===== config.mk =====
export PLATFORM = sky130hd
export DESIGN_NAME = nmea_sentence_checksum_check_top_flat
export DESIGN_NICKNAME = d
export VERILOG_FILES = /design/src/nsc_pkg.sv /design/src/nsc_if.sv /design/src/nmea_sentence_checksum_check_top.sv /design/src/nsc_line_acc.sv /design/src/flat_wrapper.sv
export SDC_FILE = /design/constraint.sdc
export NUM_CORES = 1
export LEC_CHECK = 0
export BUFFER_PORTS_ARGS = -buffer_cell sky130_fd_sc_hd__buf_2
export CELL_PAD_IN_SITES_DETAIL_PLACEMENT = 0
export CELL_PAD_IN_SITES_GLOBAL_PLACEMENT = 2
export CORE_MARGIN = 2
export CORE_UTILIZATION = 34
export CTS_CLUSTER_DIAMETER = 100
export CTS_CLUSTER_SIZE = 8
export DETAILED_ROUTE_END_ITERATION = 6
export MAX_ROUTING_LAYER = met4
export PLACE_DENSITY = 0.76
export RECOVER_POWER = 25
export SLEW_MARGIN = 20
export SYNTH_ARGS = -nofsm -noshare
export SYNTH_HDL_FRONTEND = slang
export SYNTH_SLANG_ARGS = --single-unit

===== constraint.sdc =====
create_clock -name clk -period 2.08 [get_ports clk]
set_input_delay 0.312 -clock clk [delete_from_list [all_inputs] [get_ports clk]]
set_output_delay 0.312 -clock clk [all_outputs]
set_load 0.05 [all_outputs]

===== src/nsc_pkg.sv =====
package nsc_pkg;

    localparam int unsigned BYTE_W       = 8;
    localparam int unsigned LEN_W        = 11;
    localparam int unsigned DIGIT_CNT_W  = 2;
    localparam int unsigned MAX_LINE_DEF = 1024;
    localparam int unsigned HEX_DIGITS   = 2;

    localparam logic [BYTE_W-1:0] CH_DOLLAR = 8'h24;
    localparam logic [BYTE_W-1:0] CH_STAR   = 8'h2A;
    localparam logic [BYTE_W-1:0] CH_CR     = 8'h0D;
    localparam logic [BYTE_W-1:0] CH_LF     = 8'h0A;

    // One finished sentence
    typedef struct packed {
        logic [BYTE_W-1:0] computed_sum;
        logic [BYTE_W-1:0] received_sum;
        logic              star_found;
        logic              checksum_ok;
        logic [LEN_W-1:0]  line_length;
    } result_t;

    // Hex decode result: is_hex flag and nibble value
    typedef struct packed {
        logic       is_hex;
        logic [3:0] value;
    } nibble_t;

    function automatic nibble_t hex_nibble(input logic [BYTE_W-1:0] c);
        nibble_t n;
        n.is_hex = 1'b1;
        n.value  = 4'd0;
        if (c >= 8'h30 && c <= 8'h39)
        begin
            n.value = c[3:0];
        end
        else if ((c >= 8'h41 && c <= 8'h46) || (c >= 8'h61 && c <= 8'h66))
        begin
            // 'A'..'F' and 'a'..'f' share the low three bits: 1..6 maps to 10..15
            n.value = {1'b1, c[2:0] + 3'd1};
        end
        else
        begin
            n.is_hex = 1'b0;
        end
        return n;
    endfunction

endpackage


===== src/nsc_if.sv =====
// Byte channel: one received character per beat
interface nsc_byte_if
    import nsc_pkg::*;
();
    logic              valid;
    logic              ready;
    logic [BYTE_W-1:0] data_byte;

    modport source (output valid, output data_byte, input ready);
    modport sink   (input valid, input data_byte, output ready);
endinterface

// Result channel: one checked sentence per beat
interface nsc_result_if
    import nsc_pkg::*;
();
    logic              valid;
    logic              ready;
    logic [BYTE_W-1:0] computed_sum;
    logic [BYTE_W-1:0] received_sum;
    logic              star_found;
    logic              checksum_ok;
    logic [LEN_W-1:0]  line_length;

    modport source (output valid, output computed_sum, output received_sum,
                    output star_found, output checksum_ok, output line_length,
                    input ready);
    modport sink   (input valid, input computed_sum, input received_sum,
                    input star_found, input checksum_ok, input line_length,
                    output ready);
endinterface


===== src/nmea_sentence_checksum_check_top.sv =====
// The result of a sentence is registered and shows in the cycle after its newline beat.
// Throughput: one byte per cycle; the byte channel stalls only while a
// finished result waits in the output register and the sink holds ready low.
// Reset: rst_n clears the line state and the output valid at once; the block
// takes bytes as soon as reset is released.
module nmea_sentence_checksum_check_top
    import nsc_pkg::*;
#(
    parameter int unsigned MAX_LINE = MAX_LINE_DEF
)
(
    input logic                clk,
    input logic                rst_n,
    nsc_byte_if.sink           chars,
    nsc_result_if.source       sentence
);

    logic    take;
    logic    done;
    result_t result;
    logic    out_valid_reg, out_valid_next;
    result_t out_reg;

    // Accept a byte whenever the output register is free or being drained
    assign chars.ready = !out_valid_reg || sentence.ready;
    assign take        = chars.valid && chars.ready;

    nsc_line_acc #(
        .MAX_LINE (MAX_LINE)
    ) u_line_acc (
        .clk       (clk),
        .rst_n     (rst_n),
        .take      (take),
        .data_byte (chars.data_byte),
        .done      (done),
        .result    (result)
    );

    // Output valid: set by a closed sentence, drop when the beat is taken
    always_comb
    begin
        out_valid_next = out_valid_reg;
        if (done)
        begin
            out_valid_next = 1'b1;
        end
        else if (sentence.ready)
        begin
            out_valid_next = 1'b0;
        end
    end

    always_ff @(posedge clk or negedge rst_n)
    begin
        if (!rst_n)
        begin
            out_valid_reg <= 1'b0;
        end
        else
        begin
            out_valid_reg <= out_valid_next;
        end
    end

    // Load the result payload
    always_ff @(posedge clk)
    begin
        if (done)
        begin
            out_reg <= result;
        end
    end

    assign sentence.valid        = out_valid_reg;
    assign sentence.computed_sum = out_reg.computed_sum;
    assign sentence.received_sum = out_reg.received_sum;
    assign sentence.star_found   = out_reg.star_found;
    assign sentence.checksum_ok  = out_reg.checksum_ok;
    assign sentence.line_length  = out_reg.line_length;

endmodule


===== src/nsc_line_acc.sv =====
module nsc_line_acc
    import nsc_pkg::*;
#(
    parameter int unsigned MAX_LINE = MAX_LINE_DEF
)
(
    input  logic              clk,
    input  logic              rst_n,
    input  logic              take,
    input  logic [BYTE_W-1:0] data_byte,
    output logic              done,
    output result_t           result
);

    localparam logic [LEN_W-1:0] LIMIT = LEN_W'(MAX_LINE);

    logic [BYTE_W-1:0]      xor_reg, xor_next;
    logic                   star_reg, star_next;
    logic [DIGIT_CNT_W-1:0] digits_reg, digits_next;
    logic                   stopped_reg, stopped_next;
    logic [BYTE_W-1:0]      rcv_reg, rcv_next;
    logic [LEN_W-1:0]       count_reg, count_next;
    nibble_t                nib;

    assign nib = hex_nibble(data_byte);

    // Sentence result from the state before the newline
    always_comb
    begin
        done                = take && (data_byte == CH_LF) && (count_reg != '0);
        result.computed_sum = xor_reg;
        result.received_sum = star_reg ? rcv_reg : '0;
        result.star_found   = star_reg;
        result.checksum_ok  = star_reg && (xor_reg == rcv_reg);
        result.line_length  = count_reg;
    end

    // Advance the line state by one byte
    always_comb
    begin
        xor_next     = xor_reg;
        star_next    = star_reg;
        digits_next  = digits_reg;
        stopped_next = stopped_reg;
        rcv_next     = rcv_reg;
        count_next   = count_reg;
        if (take && data_byte != CH_CR)
        begin
            if (data_byte == CH_LF || count_reg >= LIMIT)
            begin
                // Close the sentence or drop an overlong line
                xor_next     = '0;
                star_next    = 1'b0;
                digits_next  = '0;
                stopped_next = 1'b0;
                rcv_next     = '0;
                count_next   = '0;
            end
            else
            begin
                count_next = count_reg + LEN_W'(1);
                if (!star_reg)
                begin
                    if (data_byte == CH_STAR)
                    begin
                        star_next = 1'b1;
                    end
                    else if (data_byte != CH_DOLLAR)
                    begin
                        xor_next = xor_reg ^ data_byte;
                    end
                end
                else if (!stopped_reg && digits_reg < DIGIT_CNT_W'(HEX_DIGITS))
                begin
                    if (nib.is_hex)
                    begin
                        rcv_next    = {rcv_reg[3:0], nib.value};
                        digits_next = digits_reg + DIGIT_CNT_W'(1);
                    end
                    else
                    begin
                        stopped_next = 1'b1;
                    end
                end
            end
        end
    end

    // Hold the line state
    always_ff @(posedge clk or negedge rst_n)
    begin
        if (!rst_n)
        begin
            xor_reg     <= '0;
            star_reg    <= 1'b0;
            digits_reg  <= '0;
            stopped_reg <= 1'b0;
            rcv_reg     <= '0;
            count_reg   <= '0;
        end
        else
        begin
            xor_reg     <= xor_next;
            star_reg    <= star_next;
            digits_reg  <= digits_next;
            stopped_reg <= stopped_next;
            rcv_reg     <= rcv_next;
            count_reg   <= count_next;
        end
    end

endmodule


===== src/flat_wrapper.sv =====
// flat-port wrapper written by rule: the top's interface ports become plain ports
module nmea_sentence_checksum_check_top_flat import nsc_pkg::*;
#(
    parameter int unsigned MAX_LINE = MAX_LINE_DEF
)
  (clk, rst_n, chars_valid, chars_data_byte, chars_ready, sentence_valid, sentence_computed_sum, sentence_received_sum, sentence_star_found, sentence_checksum_ok, sentence_line_length, sentence_ready);
  nsc_byte_if chars_i ();
  nsc_result_if sentence_i ();
  input logic clk;
  input logic rst_n;
  input wire logic [$bits(chars_i.valid)-1:0] chars_valid;
  input wire logic [$bits(chars_i.data_byte)-1:0] chars_data_byte;
  output wire logic [$bits(chars_i.ready)-1:0] chars_ready;
  output wire logic [$bits(sentence_i.valid)-1:0] sentence_valid;
  output wire logic [$bits(sentence_i.computed_sum)-1:0] sentence_computed_sum;
  output wire logic [$bits(sentence_i.received_sum)-1:0] sentence_received_sum;
  output wire logic [$bits(sentence_i.star_found)-1:0] sentence_star_found;
  output wire logic [$bits(sentence_i.checksum_ok)-1:0] sentence_checksum_ok;
  output wire logic [$bits(sentence_i.line_length)-1:0] sentence_line_length;
  input wire logic [$bits(sentence_i.ready)-1:0] sentence_ready;
  assign chars_i.valid = chars_valid;
  assign chars_i.data_byte = chars_data_byte;
  assign chars_ready = chars_i.ready;
  assign sentence_valid = sentence_i.valid;
  assign sentence_computed_sum = sentence_i.computed_sum;
  assign sentence_received_sum = sentence_i.received_sum;
  assign sentence_star_found = sentence_i.star_found;
  assign sentence_checksum_ok = sentence_i.checksum_ok;
  assign sentence_line_length = sentence_i.line_length;
  assign sentence_i.ready = sentence_ready;
  nmea_sentence_checksum_check_top #(.MAX_LINE(MAX_LINE)) u_core (.clk(clk), .rst_n(rst_n), .chars(chars_i), .sentence(sentence_i));
endmodule

# After elaboration in Yosys (flattened, before gate mapping)
# Index checks and enable logic that the tools add are counted.
# classes
addsub,3
magnitude_cmp,8
eq_ne,8
muxes,26
bitwise_logic,1
reduce_logical,23
# op_table
cell,count
2-to-1 mux 8 bit,8
"greater-or-equal comparator 8 x 7 -> 1 bit, second input constant",2
"less-or-equal comparator 8 x 7 -> 1 bit, second input constant",2
AND reduction 4 bit,3
"adder 11 x 1 -> 11 bit, second input constant",1
"greater-or-equal comparator 11 bit, second input constant",1
2-to-1 mux 1 bit,11
2-to-1 mux 11 bit,1
nonzero test 11 bit,1
nonzero test 2 bit,5
logical AND 1 bit,9
"equality test 8 x 4 -> 1 bit, second input constant",1
"equality test 8 x 6 -> 1 bit, second input constant",1
equality test 8 bit,1
"greater-or-equal comparator 8 x 6 -> 1 bit, second input constant",1
"less-or-equal comparator 8 x 6 -> 1 bit, second input constant",1
2-to-1 mux 2 bit,4
2-to-1 mux 4 bit,2
"!= test 8 x 4 -> 1 bit, second input constant",1
"!= test 8 x 6 -> 1 bit, second input constant",1
bitwise XOR 8 bit,1
"!= test 2 x 1 -> 1 bit, second input constant",2
"adder 3 x 1 -> 3 bit, second input constant",1
logical OR 1 bit,3
other kinds (4),5
# totals
ff_bits,61
out_inout_bits,31
word_cells,81

# Logic depth before layout (Yosys ltp)
# Gate-level depths: netlist of the first run.
# logic_depth
word_depth,9
ltp_mapped,9

# By module
# A second synthesis of the first run with hierarchy kept.
# hier_totals
cells_unflattened,234
area_unflattened_um2,2931.6
# by_module_without_submodules
mod,n_inst,cells_per_inst,area_each_um2,seq_area_each_um2
nsc_line_acc,1,201,2006.9,775.7
nmea_sentence_checksum_check_top,1,33,924.6,895.9

# Worst setup path before layout of the first run
# OpenSTA, ideal clock, no wires.
# synth_timing
kind,reg2reg
from,register u_core.out_valid_reg (netlist: u_core.sentence.valid)
to,"register u_core.out_reg, in the netlist u_core.sentence.checksum_ok (enable)"
arrival_ps,2070
required_ps,1691
slack_ps,-379
path_stages_with_launch,3
period_less_slack_ps,2459
path_cell_list,dfrtp_1 -> nand2b_1 -> and4_1
# synth_via
elab_chain_len,5
# synth_rtl
element,line,source
start: declaration,nmea_sentence_checksum_check_top.sv:21,"logic out_valid_reg, out_valid_next;"
start signal: assignment,nmea_sentence_checksum_check_top.sv:61,out_valid_reg <= out_valid_next;
zero test 1 bit,nmea_sentence_checksum_check_top.sv:25,assign chars.ready = !out_valid_reg || sentence.ready;
logical OR 1 bit,nmea_sentence_checksum_check_top.sv:25,
net chars_ready,flat_wrapper.sv:13,output wire logic [$bits(chars_i.ready)-1:0] chars_ready;
logical AND 1 bit,nmea_sentence_checksum_check_top.sv:26,assign take = chars.valid && chars.ready;
logical AND 1 bit (2 in series),nsc_line_acc.sv:30,done = take && (data_byte == CH_LF) && (count_reg != '0);
net u_core.done,nmea_sentence_checksum_check_top.sv:19,logic done;
end signal: assignment,nmea_sentence_checksum_check_top.sv:70,out_reg <= result;
end: declaration,nmea_sentence_checksum_check_top.sv:22,result_t out_reg;
# The timed path passes the listed nets, and every way through them passes these cells.
# A chain may end at the register's enable or synchronous reset.

# Worst setup path in the final report of the first run
# layout_timing
from,register u_core.u_line_acc.count_reg[0]
to,"register u_core.out_reg, in the netlist u_core.sentence.line_length[10] (enable)"
# layout_via
elab_chain_len,2
# layout_rtl
element,line,source
start: declaration,nsc_line_acc.sv:22,"logic [LEN_W-1:0] count_reg, count_next;"
start signal: assignment,nsc_line_acc.sv:108,count_reg <= count_next;
nonzero test 11 bit,nsc_line_acc.sv:30,
logical AND 1 bit,nsc_line_acc.sv:30,
net u_core.done,nmea_sentence_checksum_check_top.sv:19,
# The timed path passes the listed nets, and every way through them passes these cells.

==> results.json, run 1 <==
{
  "setup_tns_ns": 0,
  "hold_depth": 3,
  "top_layer": "met4",
  "drive_above_1_share_pct": 25.24,
  "coreArea_um2": 8175,
  "rsz0062_at_grt": "no",
  "num_vias": 1950,
  "reg2reg_depth": 6,
  "syn_area_per_cell_um2": 11.64,
  "path_depth": 6,
  "clock_skew_ns": 0.009643,
  "p_per_area_nw_per_um2": 899.1,
  "clock_sink_count": 61,
  "ios": 43,
  "cts-resized-gates": 0,
  "place_area_um2": 3288,
  "cts-root-buf": "clkbuf_8",
  "vias_per_cell": 4.710,
  "dr_wl_met3_um": 250,
  "area_growth_pct": 21.55,
  "wirelength_met1_um": 3072,
  "portBuffers": 42,
  "numCtsBuffers": 9,
  "dr.pass1.iters": 4,
  "wl_per_cell_um": 14.41,
  "netlist_instances": 246,
  "crit_fanout": 26,
  "post_cts_buffers": 0,
  "hp-class": "input pin to flop",
  "drc_errors": 0,
  "syn_area_um2": 2863,
  "synth_flop_cell": "dfrtp_1",
  "drt_iter0_markers": 101,
  "finalSetupViolations": 0,
  "path_delay_family": "simple AND/OR/NAND/NOR gates",
  "p_leak_uw": 0.001462,
  "antenna_found_initial": 0,
  "cp_slowest_stage_delay_ns": 0.44,
  "grt_start_max_net_pins": 33,
  "cpMaxStageDelayCell": "dfrtp_1",
  "grt_use_total_pct": 14.98,
  "rows": 33,
  "nets": 323,
  "cp-start-kind": "flop",
  "gr-total-overflow": 0,
  "hold_end": "u_core.sentence.valid",
  "hold_slack_ns": 0.2508,
  "required_ns": 2.16,
  "die_area_um2": 9170,
  "violations": "max-capacitance violations, max-slew violations",
  "yosysUniqueCellTypes": 46,
  "gp_congestion": 0.7983,
  "wl_um": 5966,
  "wl_met2_um": 2556,
  "cts_tree": "yes",
  "worst_setup_path_end_kind": "flop",
  "max_freq_ghz": 0.5843,
  "r2r_start": "u_core.u_line_acc.count_reg[0]",
  "ant_nets": 0,
  "hold_buffers": 0,
  "diodes": 0,
  "synth-warning-count": 0,
  "report.final.slew_viol_count": 33,
  "outcome": "finished, violations left",
  "path_clk_slew_ns": 0.07,
  "syn_nets": 265,
  "slew_headroom_pct": -19.19,
  "final_area_um2": 3480,
  "finalHoldViolCount": 0,
  "arrival_ns": 1.80,
  "fillers": 815,
  "yosysSeqAreaShare_pct": 58.39,
  "maxCapViolations": 1,
  "worst_pin_slew_ns": 1.788,
  "layout_min_cycle_time_ns": 1.711,
  "worstHoldStart": "sentence_ready",
  "timing.rr.end": "u_core.sentence.line_length[10]",
  "vdd.ir_drop.worst_uv": 382.2,
  "post-route-period-util_pct": 82.28,
  "grt_pass1_wl_um": 9853,
  "grt_pass1_vias": 1896,
  "critPathBufInv": 2,
  "start_util_pct": 35.02,
  "hpwlAfterDp_um": 4307,
  "synth_edf_count": 29,
  "chipHeight_um": 95.76,
  "r2r_slack_ns": 0.37,
  "die_width_um": 95.76,
  "setup.worst_path.class": "flop to flop",
  "async_reset_ff_share_pct": 52.46,
  "cts_max_path_buffers": 2,
  "cp_cell_sequence": "inv_1 > ha_1 > nor4b_1 > nand3_1 > and4_2 > buf_12",
  "worstSkewPairLatency_ns": 0.34,
  "cts-htree-levels": 3,
  "synth_seq_cells": 61
}
==> cell type report <==
cell class,count,area (µm²),area share [%]
well taps,105,131.4,3.776
multi-input cells,167,1100,31.61
repair buffers,59,361.6,10.39
flip-flops and latches,61,1672,48.04
clock buffers,12,145.1,4.171
clock inverters,4,47.55,1.366
inverters,6,22.52,0.6472
==> power by group <==
| group | switching (µW) | internal (µW) | total [µW] |
|---|---|---|---|
| registers | 186 | 1450 | 1640 |
| clock network | 442 | 582 | 1020 |
| logic | 243 | 224 | 467 |
| total | 871 | 2260 | 3130 |
==> worst max-delay path by stage <==
stage / start / to / slack (ns)
detailed placement: chars_data_byte[1] / u_core.u_line_acc.count_reg[3] / 0.05
CTS: u_core.u_line_acc.count_reg[0] / u_core.sentence.line_length[8] / 0.34
floorplan: u_core.sentence.valid / u_core.sentence.checksum_ok / 0.12
global placement: chars_data_byte[0] / u_core.u_line_acc.digits_reg[0] / 0.09
global route: rst_n / u_core.u_line_acc.rcv_reg[1] / 0.19
finish: u_core.u_line_acc.count_reg[0] / u_core.sentence.line_length[10] / 0.37
==> through the flow <==
stage / util, % / std cells / power (µW) / setup slack [ns]
4_1_cts: 42.58 / 414 / 3166 / 0.3358
3_5_place_dp: 40.22 / 398 / 2129 / 0.04556
6_report: 42.56 / 414 / 3129 / 0.3686
5_1_grt: 42.56 / 414 / 3316 / 0.1925
2_1_floorplan: - / 246 / 1947 / 0.1226
3_3_place_gp: 40.22 / 398 / 2119 / 0.09450
==> worst reg2reg max path: stages (launching register included) <==
cell and delay (ns):
dfrtp_1 0.44, inv_1 0.08, ha_1 0.14, nor4b_1 0.22, nand3_1 0.14, and4_2 0.26, buf_12 0.17
==> cells by family (layout without fill, tap and decap cells) <==
family	Yosys count	in the layout	share of synthesized area, %
and+or+nand+nor	98	98	17.83
xor gates and xnor gates	20	20	6.119
AOI/OAI and AO/OA	33	33	8.086
buffers and inverters	18	81	3.321
DFF	61	61	58.39
muxes	9	9	3.191
adders and majority gates	7	7	3.059
==> synthesized netlist by cell type, types with 2 or more instances <==
cell type   n  area [µm²]
a31oi_1     4       25.02
a21o_1      2       15.01
edfxtp_1   29       870.8
ha_1        7       87.58
buf_2       4       20.02
buf_4       2       15.01
nor2_1     21       78.83
nand4_1     3       18.77
and2_1      9       56.30
clkbuf_1    4       15.01
buf_6       2       22.52
xnor2_1     8       70.07
dfrtp_1    32       800.8
mux2i_1     8       80.08
a21oi_1     4       20.02
nor4b_1     2       17.52
or3_1       4       25.02
o211ai_1    3       22.52
nor4_1      5       31.28
nor3_1      4       20.02
nor3b_1     4       30.03
o31ai_1     3       22.52
xor2_1     12       105.1
nand3_1     6       30.03
nand3b_1    3       22.52
nand2b_1    3       18.77
nand2_1    26       97.59
o21ai_0     9       45.04
inv_1       6       22.52
==> per-layer routing <==
layer,track usage (%),vias to the layer above
met4,5.714,0
met2,21.50,43
li1,-,988
met3,3.289,7
met1,20.82,912
met5,-,-
==> placed cells by master (no fill, tap or decap), types with 2 or more instances in the layout <==
master | netlist | routed
a21o_1 | 2 | 2
a21oi_1 | 4 | 4
a31oi_1 | 4 | 4
and2_1 | 9 | 9
buf_12 | 0 | 2
buf_2 | 4 | 41
buf_4 | 2 | 15
clkbuf_1 | 4 | 3
clkbuf_8 | 0 | 10
clkinv_2 | 0 | 2
dfrtp_1 | 32 | 32
edfxtp_1 | 29 | 29
ha_1 | 7 | 7
inv_1 | 6 | 6
mux2i_1 | 8 | 8
nand2_1 | 26 | 26
nand2b_1 | 3 | 2
nand3_1 | 6 | 6
nand3b_1 | 3 | 3
nand4_1 | 3 | 3
nor2_1 | 21 | 21
nor3_1 | 4 | 4
nor3b_1 | 4 | 4
nor4_1 | 5 | 5
nor4b_1 | 2 | 2
o211ai_1 | 3 | 3
o21ai_0 | 9 | 9
o31ai_1 | 3 | 3
or3_1 | 4 | 4
xnor2_1 | 8 | 8
xor2_1 | 12 | 12
No activity file was read; power rests on OpenSTA's default activity.
==> run 2: changes to the inputs <==
Settings changed: CORE_UTILIZATION 34 to 37, PLACE_DENSITY 0.76 to 0.78.
Clock period 2.08 ns to 1.8 ns, I/O delays scaled along.
==> results.json, run 2 (same netlist as run 1, synthesis figures left out) <==
{
  "antenna_found_initial": 0,
  "required_ns": 2.03,
  "hp-class": "input pin to asynchronous set/reset pin",
  "dr.pass1.iters": 4,
  "ios": 43,
  "multi_input_area_um2": 1115,
  "worst_pin_slew_ns": 0.8151,
  "report.final.slew_viol_count": 0,
  "crit_fanout": 21,
  "cp-start-kind": "flop",
  "numCtsBuffers": 9,
  "power_switching_uw": 1021,
  "critPathBufInv": 2,
  "layout_min_cycle_time_ns": 1.676,
  "p_int_uw": 2628,
  "cp_cell_sequence": "inv_1 > ha_1 > nor4b_1 > nand3_1 > and4_4 > buf_12 > a21o_1",
  "swShare_pct": 27.99,
  "chipHeight_um": 91.96,
  "clkPwrFrac_pct": 31.2,
  "drive_above_1_share_pct": 29.88,
  "final_common_cell": "buf_2",
  "max_freq_ghz": 0.5965,
  "post-route-period-util_pct": 93.13,
  "startpoint": "u_core.u_line_acc.count_reg[0]",
  "drt_iter0_markers": 105,
  "outcome": "complete, no violations",
  "cts_max_path_buffers": 2,
  "r2r_start": "u_core.u_line_acc.count_reg[0]",
  "clock_sink_count": 61,
  "grt_start_max_net_pins": 33,
  "place_area_um2": 3446,
  "rows": 32,
  "grt_use_total_pct": 15.78,
  "setup_tns_ns": 0,
  "diodes": 0,
  "p_per_area_nw_per_um2": 1004,
  "post-route-util_pct": 47.80,
  "wl_um": 5924,
  "worstSkewPairLatency_ns": 0.33,
  "clock_skew_ns": 0.006239,
  "finalSetupViolations": 0,
  "hpwlAfterDp_um": 4352,
  "finalHoldViolCount": 0,
  "worst_setup_path_end_kind": "flop",
  "nets": 342,
  "maxCapViolations": 0,
  "start_util_pct": 37.63,
  "cpMaxStageDelayCell": "dfrtp_1",
  "vdd.ir_drop.worst_uv": 484.6,
  "fillers": 738,
  "grt_pass1_wl_um": 9970,
  "path_delay_family": "simple AND/OR/NAND/NOR gates",
  "drc_errors": 0,
  "slew_headroom_pct": 45.66,
  "cts-htree-levels": 3,
  "ant_nets": 0,
  "arrival_ns": 1.91,
  "cts-root-buf": "clkbuf_8",
  "grt_pass1_vias": 1959,
  "path_clk_slew_ns": 0.07,
  "die_width_um": 91.96,
  "final_area_um2": 3636,
  "gp_congestion": 0.8772,
  "cp_slowest_stage_delay_ns": 0.38,
  "portBuffers": 42,
  "rsz0062_at_grt": "no",
  "combPwrFrac_pct": 18.2,
  "vias_per_cell": 4.740,
  "p_seq_share_pct": 50.6,
  "hold_buffers": 0,
  "coreArea_um2": 7607,
  "totalPowerFinal_uw": 3649,
  "die_area_um2": 8457,
  "num_vias": 2038,
  "mostFrequentLayoutCells": "41 x buf_2, 33 x buf_4, 32 x dfrtp_1, 29 x edfxtp_1, 26 x nand2_1",
  "cts_tree": "yes",
  "gr-total-overflow": 0,
  "post_cts_buffers": 0,
  "fin_cells": 430,
  "place_inst": 414,
  "p_leak_uw": 0.001557,
  "wl_per_cell_um": 13.78,
  "setup.worst_path.class": "flop to flop",
  "area_growth_pct": 27.01,
  "ff_latch_area_um2": 1672
}
-- run 2: final timing paths --
| kind | endpoint | depth (start not counted) | slack [ns] |
|---|---|---|---|
| setup / recovery | u_core.sentence.valid | 7 | 0.12 |
| hold / removal | u_core.sentence.valid | 1 | 0.01 |
| setup reg to reg | u_core.sentence.valid | 7 | 0.12 |
| hold reg to reg | u_core.sentence.computed_sum[7] | 0 | 0.52 |
| max in group asynchronous | u_core.u_line_acc.xor_reg[3] | 1 | 1.26 |
| min in group clk | u_core.sentence.valid | 3 | 0.21 |
-- run 2: final cells by class --
cell class | instances | share of cell area [%]
Tap cell | 102 | 3.510
Clock buffer | 10 | 3.510
Timing Repair Buffer | 78 | 14.25
Inverter | 6 | 0.6194
Sequential cell | 61 | 45.97
Clock inverter | 6 | 1.480
Multi-Input combinational cell | 167 | 30.66
-- run 2: metal layers --
metal | global-route usage (%) | up-vias | routed length (µm)
met3 | 4.191 | 7 | 218
li1 | - | 1030 | -
met4 | 4.851 | 0 | 78
met2 | 22.30 | 44 | 2567
met5 | - | - | 0
met1 | 22.36 | 957 | 3059
-- run 2: timing repair --
item	CTS	global route
endpoints found under the setup margin	14	3
gates resized for setup	1	1
endpoints found under the hold margin	0	0
gates cloned	0	0
pin swaps	0	0
-- run 2: through the flow --
step,hold slack [ns],worst slack (ns)
floorplan,-0.02559,0.02559
global placement,0.3613,-0.3723
detailed placement,0.3628,-0.4890
CTS,0.005981,0.08683
global route,0.07323,0.007732
finish,0.01377,0.1236
-- run 2: power by group through the flow --
stage / Clock [µW] / Sequential (µW) / Combinational (µW)
6_report: 1140 / 1850 / 665
4_1_cts: 1160 / 1850 / 669
3_3_place_gp: 0 / 1880 / 647
3_5_place_dp: 0 / 1880 / 662
5_1_grt: 1230 / 1870 / 758
2_1_floorplan: 0 / 1860 / 389
==> run 3: changes to the inputs <==
Settings changed: CELL_PAD_IN_SITES_DETAIL_PLACEMENT 0 to 1, CELL_PAD_IN_SITES_GLOBAL_PLACEMENT 2 to 1, CORE_UTILIZATION 37 to 40, HOLD_SLACK_MARGIN set to 0.12, PLACE_DENSITY 0.78 to 0.72, SKIP_LAST_GASP set to 1.
==> results.json, run 3 (same netlist as run 1, synthesis figures left out) <==
{
  "coreArea_um2": 6869,
  "fin_ws_ns": 0.05804,
  "diodes": 0,
  "path_depth": 10,
  "dr.pass1.iters": 4,
  "p_per_area_nw_per_um2": 1045,
  "cp-start-kind": "input pin",
  "dr_wl_met3_um": 180,
  "drc_errors": 0,
  "cts_tree": "yes",
  "ios": 43,
  "layout_min_cycle_time_ns": 1.742,
  "grt_pass1_wl_um": 11160,
  "rows": 30,
  "pre_cts_ws_ns": -0.3785,
  "cp_cell_sequence": "buf_2 > buf_4 > ha_1 > buf_4 > a31oi_1 > a311oi_2 > nor3b_1 > buf_4 > xnor2_1 > nor2_1",
  "gr-total-overflow": 0,
  "hp-class": "input pin to flop",
  "post-route-period-util_pct": 96.78,
  "wl_um": 6917,
  "slew_headroom_pct": 46.15,
  "post-route-util_pct": 53.32,
  "gp_congestion": 0.8981,
  "nets": 342,
  "max_freq_ghz": 0.5741,
  "fin_cells": 424,
  "antenna_found_initial": 0,
  "cts-root-buf": "clkbuf_8",
  "hold_slack_ns": 0.1980,
  "wl_per_cell_um": 16.31,
  "cts_max_path_buffers": 2,
  "clock_skew_ns": 0.008401,
  "hpwlAfterDp_um": 4957,
  "final_common_cell": "buf_2",
  "die_area_um2": 7850,
  "numCtsBuffers": 9,
  "r2r_slack_ns": 0.11,
  "crit_fanout": 5,
  "ant_nets": 0,
  "mostFrequentLayoutCells": "41 x buf_2, 32 x dfrtp_1, 30 x buf_4, 29 x edfxtp_1, 26 x nand2_1",
  "wl_met2_um": 3508,
  "maxCapViolations": 0,
  "die_width_um": 88.60,
  "critPathBufInv": 4,
  "fillers": 778,
  "grt_pass1_vias": 2221,
  "timing.rr.end": "u_core.sentence.received_sum[6]",
  "path_clk_slew_ns": 0.07,
  "ff_latch_area_um2": 1672,
  "hold_depth": 3,
  "clock_sink_count": 61,
  "worstHoldStart": "sentence_ready",
  "worstSkewPairLatency_ns": 0.35,
  "reg2reg_depth": 6,
  "setup.worst_path.class": "input pin to flop",
  "r2r_start": "u_core.u_line_acc.count_reg[1]",
  "crit_top_cell": "buf_4",
  "required_ns": 2.02,
  "grt_start_max_net_pins": 33,
  "place_inst": 407,
  "finalHoldViolCount": 0,
  "path_delay_family": "buffers and inverters",
  "cp_slowest_stage_delay_ns": 0.39,
  "drt_iter0_markers": 56,
  "start_util_pct": 41.68,
  "hold_end": "u_core.sentence.valid",
  "drive_above_1_share_pct": 30.49,
  "area_growth_pct": 27.93,
  "worst_pin_slew_ns": 0.8077,
  "worst_setup_path_end_kind": "flop",
  "portBuffers": 42,
  "grt_use_total_pct": 20.00,
  "finalSetupViolations": 0,
  "vdd.ir_drop.worst_uv": 383.2,
  "chipHeight_um": 88.60,
  "num_vias": 2146,
  "p_leak_uw": 0.001564,
  "outcome": "complete, no violations",
  "top_layer": "met4",
  "cts-htree-levels": 3,
  "vias_per_cell": 5.061,
  "multi_input_area_um2": 1121,
  "cpMaxStageDelayCell": "nor3b_1",
  "arrival_ns": 1.96,
  "report.final.slew_viol_count": 0,
  "rsz0062_at_grt": "no",
  "wirelength_met1_um": 3100
}
## run 3: final cells by class
| class | instances | area share, % |
|---|---|---|
| Tap cell | 96 | 3.280 |
| Sequential cell | 61 | 45.64 |
| Clock buffer | 9 | 3.382 |
| Inverter | 6 | 0.6150 |
| Timing Repair Buffer | 78 | 14.01 |
| Clock inverter | 7 | 2.460 |
| Multi-Input combinational cell | 167 | 30.61 |
## run 3: how the worst max path moves through the flow
stage	slack [ns]	startpoint	to
5_1_grt	0.02	u_core.u_line_acc.count_reg[3]	u_core.u_line_acc.count_reg[8]
6_report	0.06	chars_data_byte[0]	u_core.u_line_acc.xor_reg[5]
3_3_place_gp	-0.36	chars_data_byte[6]	u_core.u_line_acc.xor_reg[1]
4_1_cts	0.05	chars_data_byte[0]	u_core.u_line_acc.xor_reg[5]
3_5_place_dp	-0.38	chars_data_byte[6]	u_core.u_line_acc.count_reg[9]
2_1_floorplan	0.03	u_core.sentence.valid	u_core.u_line_acc.count_reg[9]
## run 3: per-stage QoR
stage	power [µW]	area, µm²	TNS (ns)
3_5_place_dp	2522	3431	-10.69
2_1_floorplan	2250	2873	0
6_report	3826	3662	0
4_1_cts	3862	3657	0
5_1_grt	4036	3662	0
3_3_place_gp	2475	3431	-9.033
## run 3: power breakdown
group | total, µW | internal (µW) | switching [µW] | leakage (µW)
Combinational | 603 | 286 | 317 | 0.000760
Sequential | 1900 | 1680 | 221 | 0.000698
Clock | 1330 | 770 | 555 | 0.000105
## run 3: routing by layer
layer,track usage [%],vias up
li1,-,1029
met5,-,-
met2,31.51,40
met1,24.75,1066
met3,3.545,11
met4,10.19,0
## run 3: repair_timing
action / CTS / global route
setup buffers: 0 / 0
endpoints found under the hold margin: 32 / 0
hold buffers: 1 / 0
setup endpoints to repair: 4 / 33
pin swaps: 0 / 0
gates resized for setup: 1 / 2
## run 3: worst reg2reg max path, delay by kind of cell (launching register included)
| family | cells | cell delay, ns |
|---|---|---|
| buffers and inverters | 2 | 0.25 |
| AND/OR/NAND/NOR | 3 | 0.54 |
| adder cells (fa/ha/maj) | 1 | 0.18 |
| flip-flops | 1 | 0.42 |
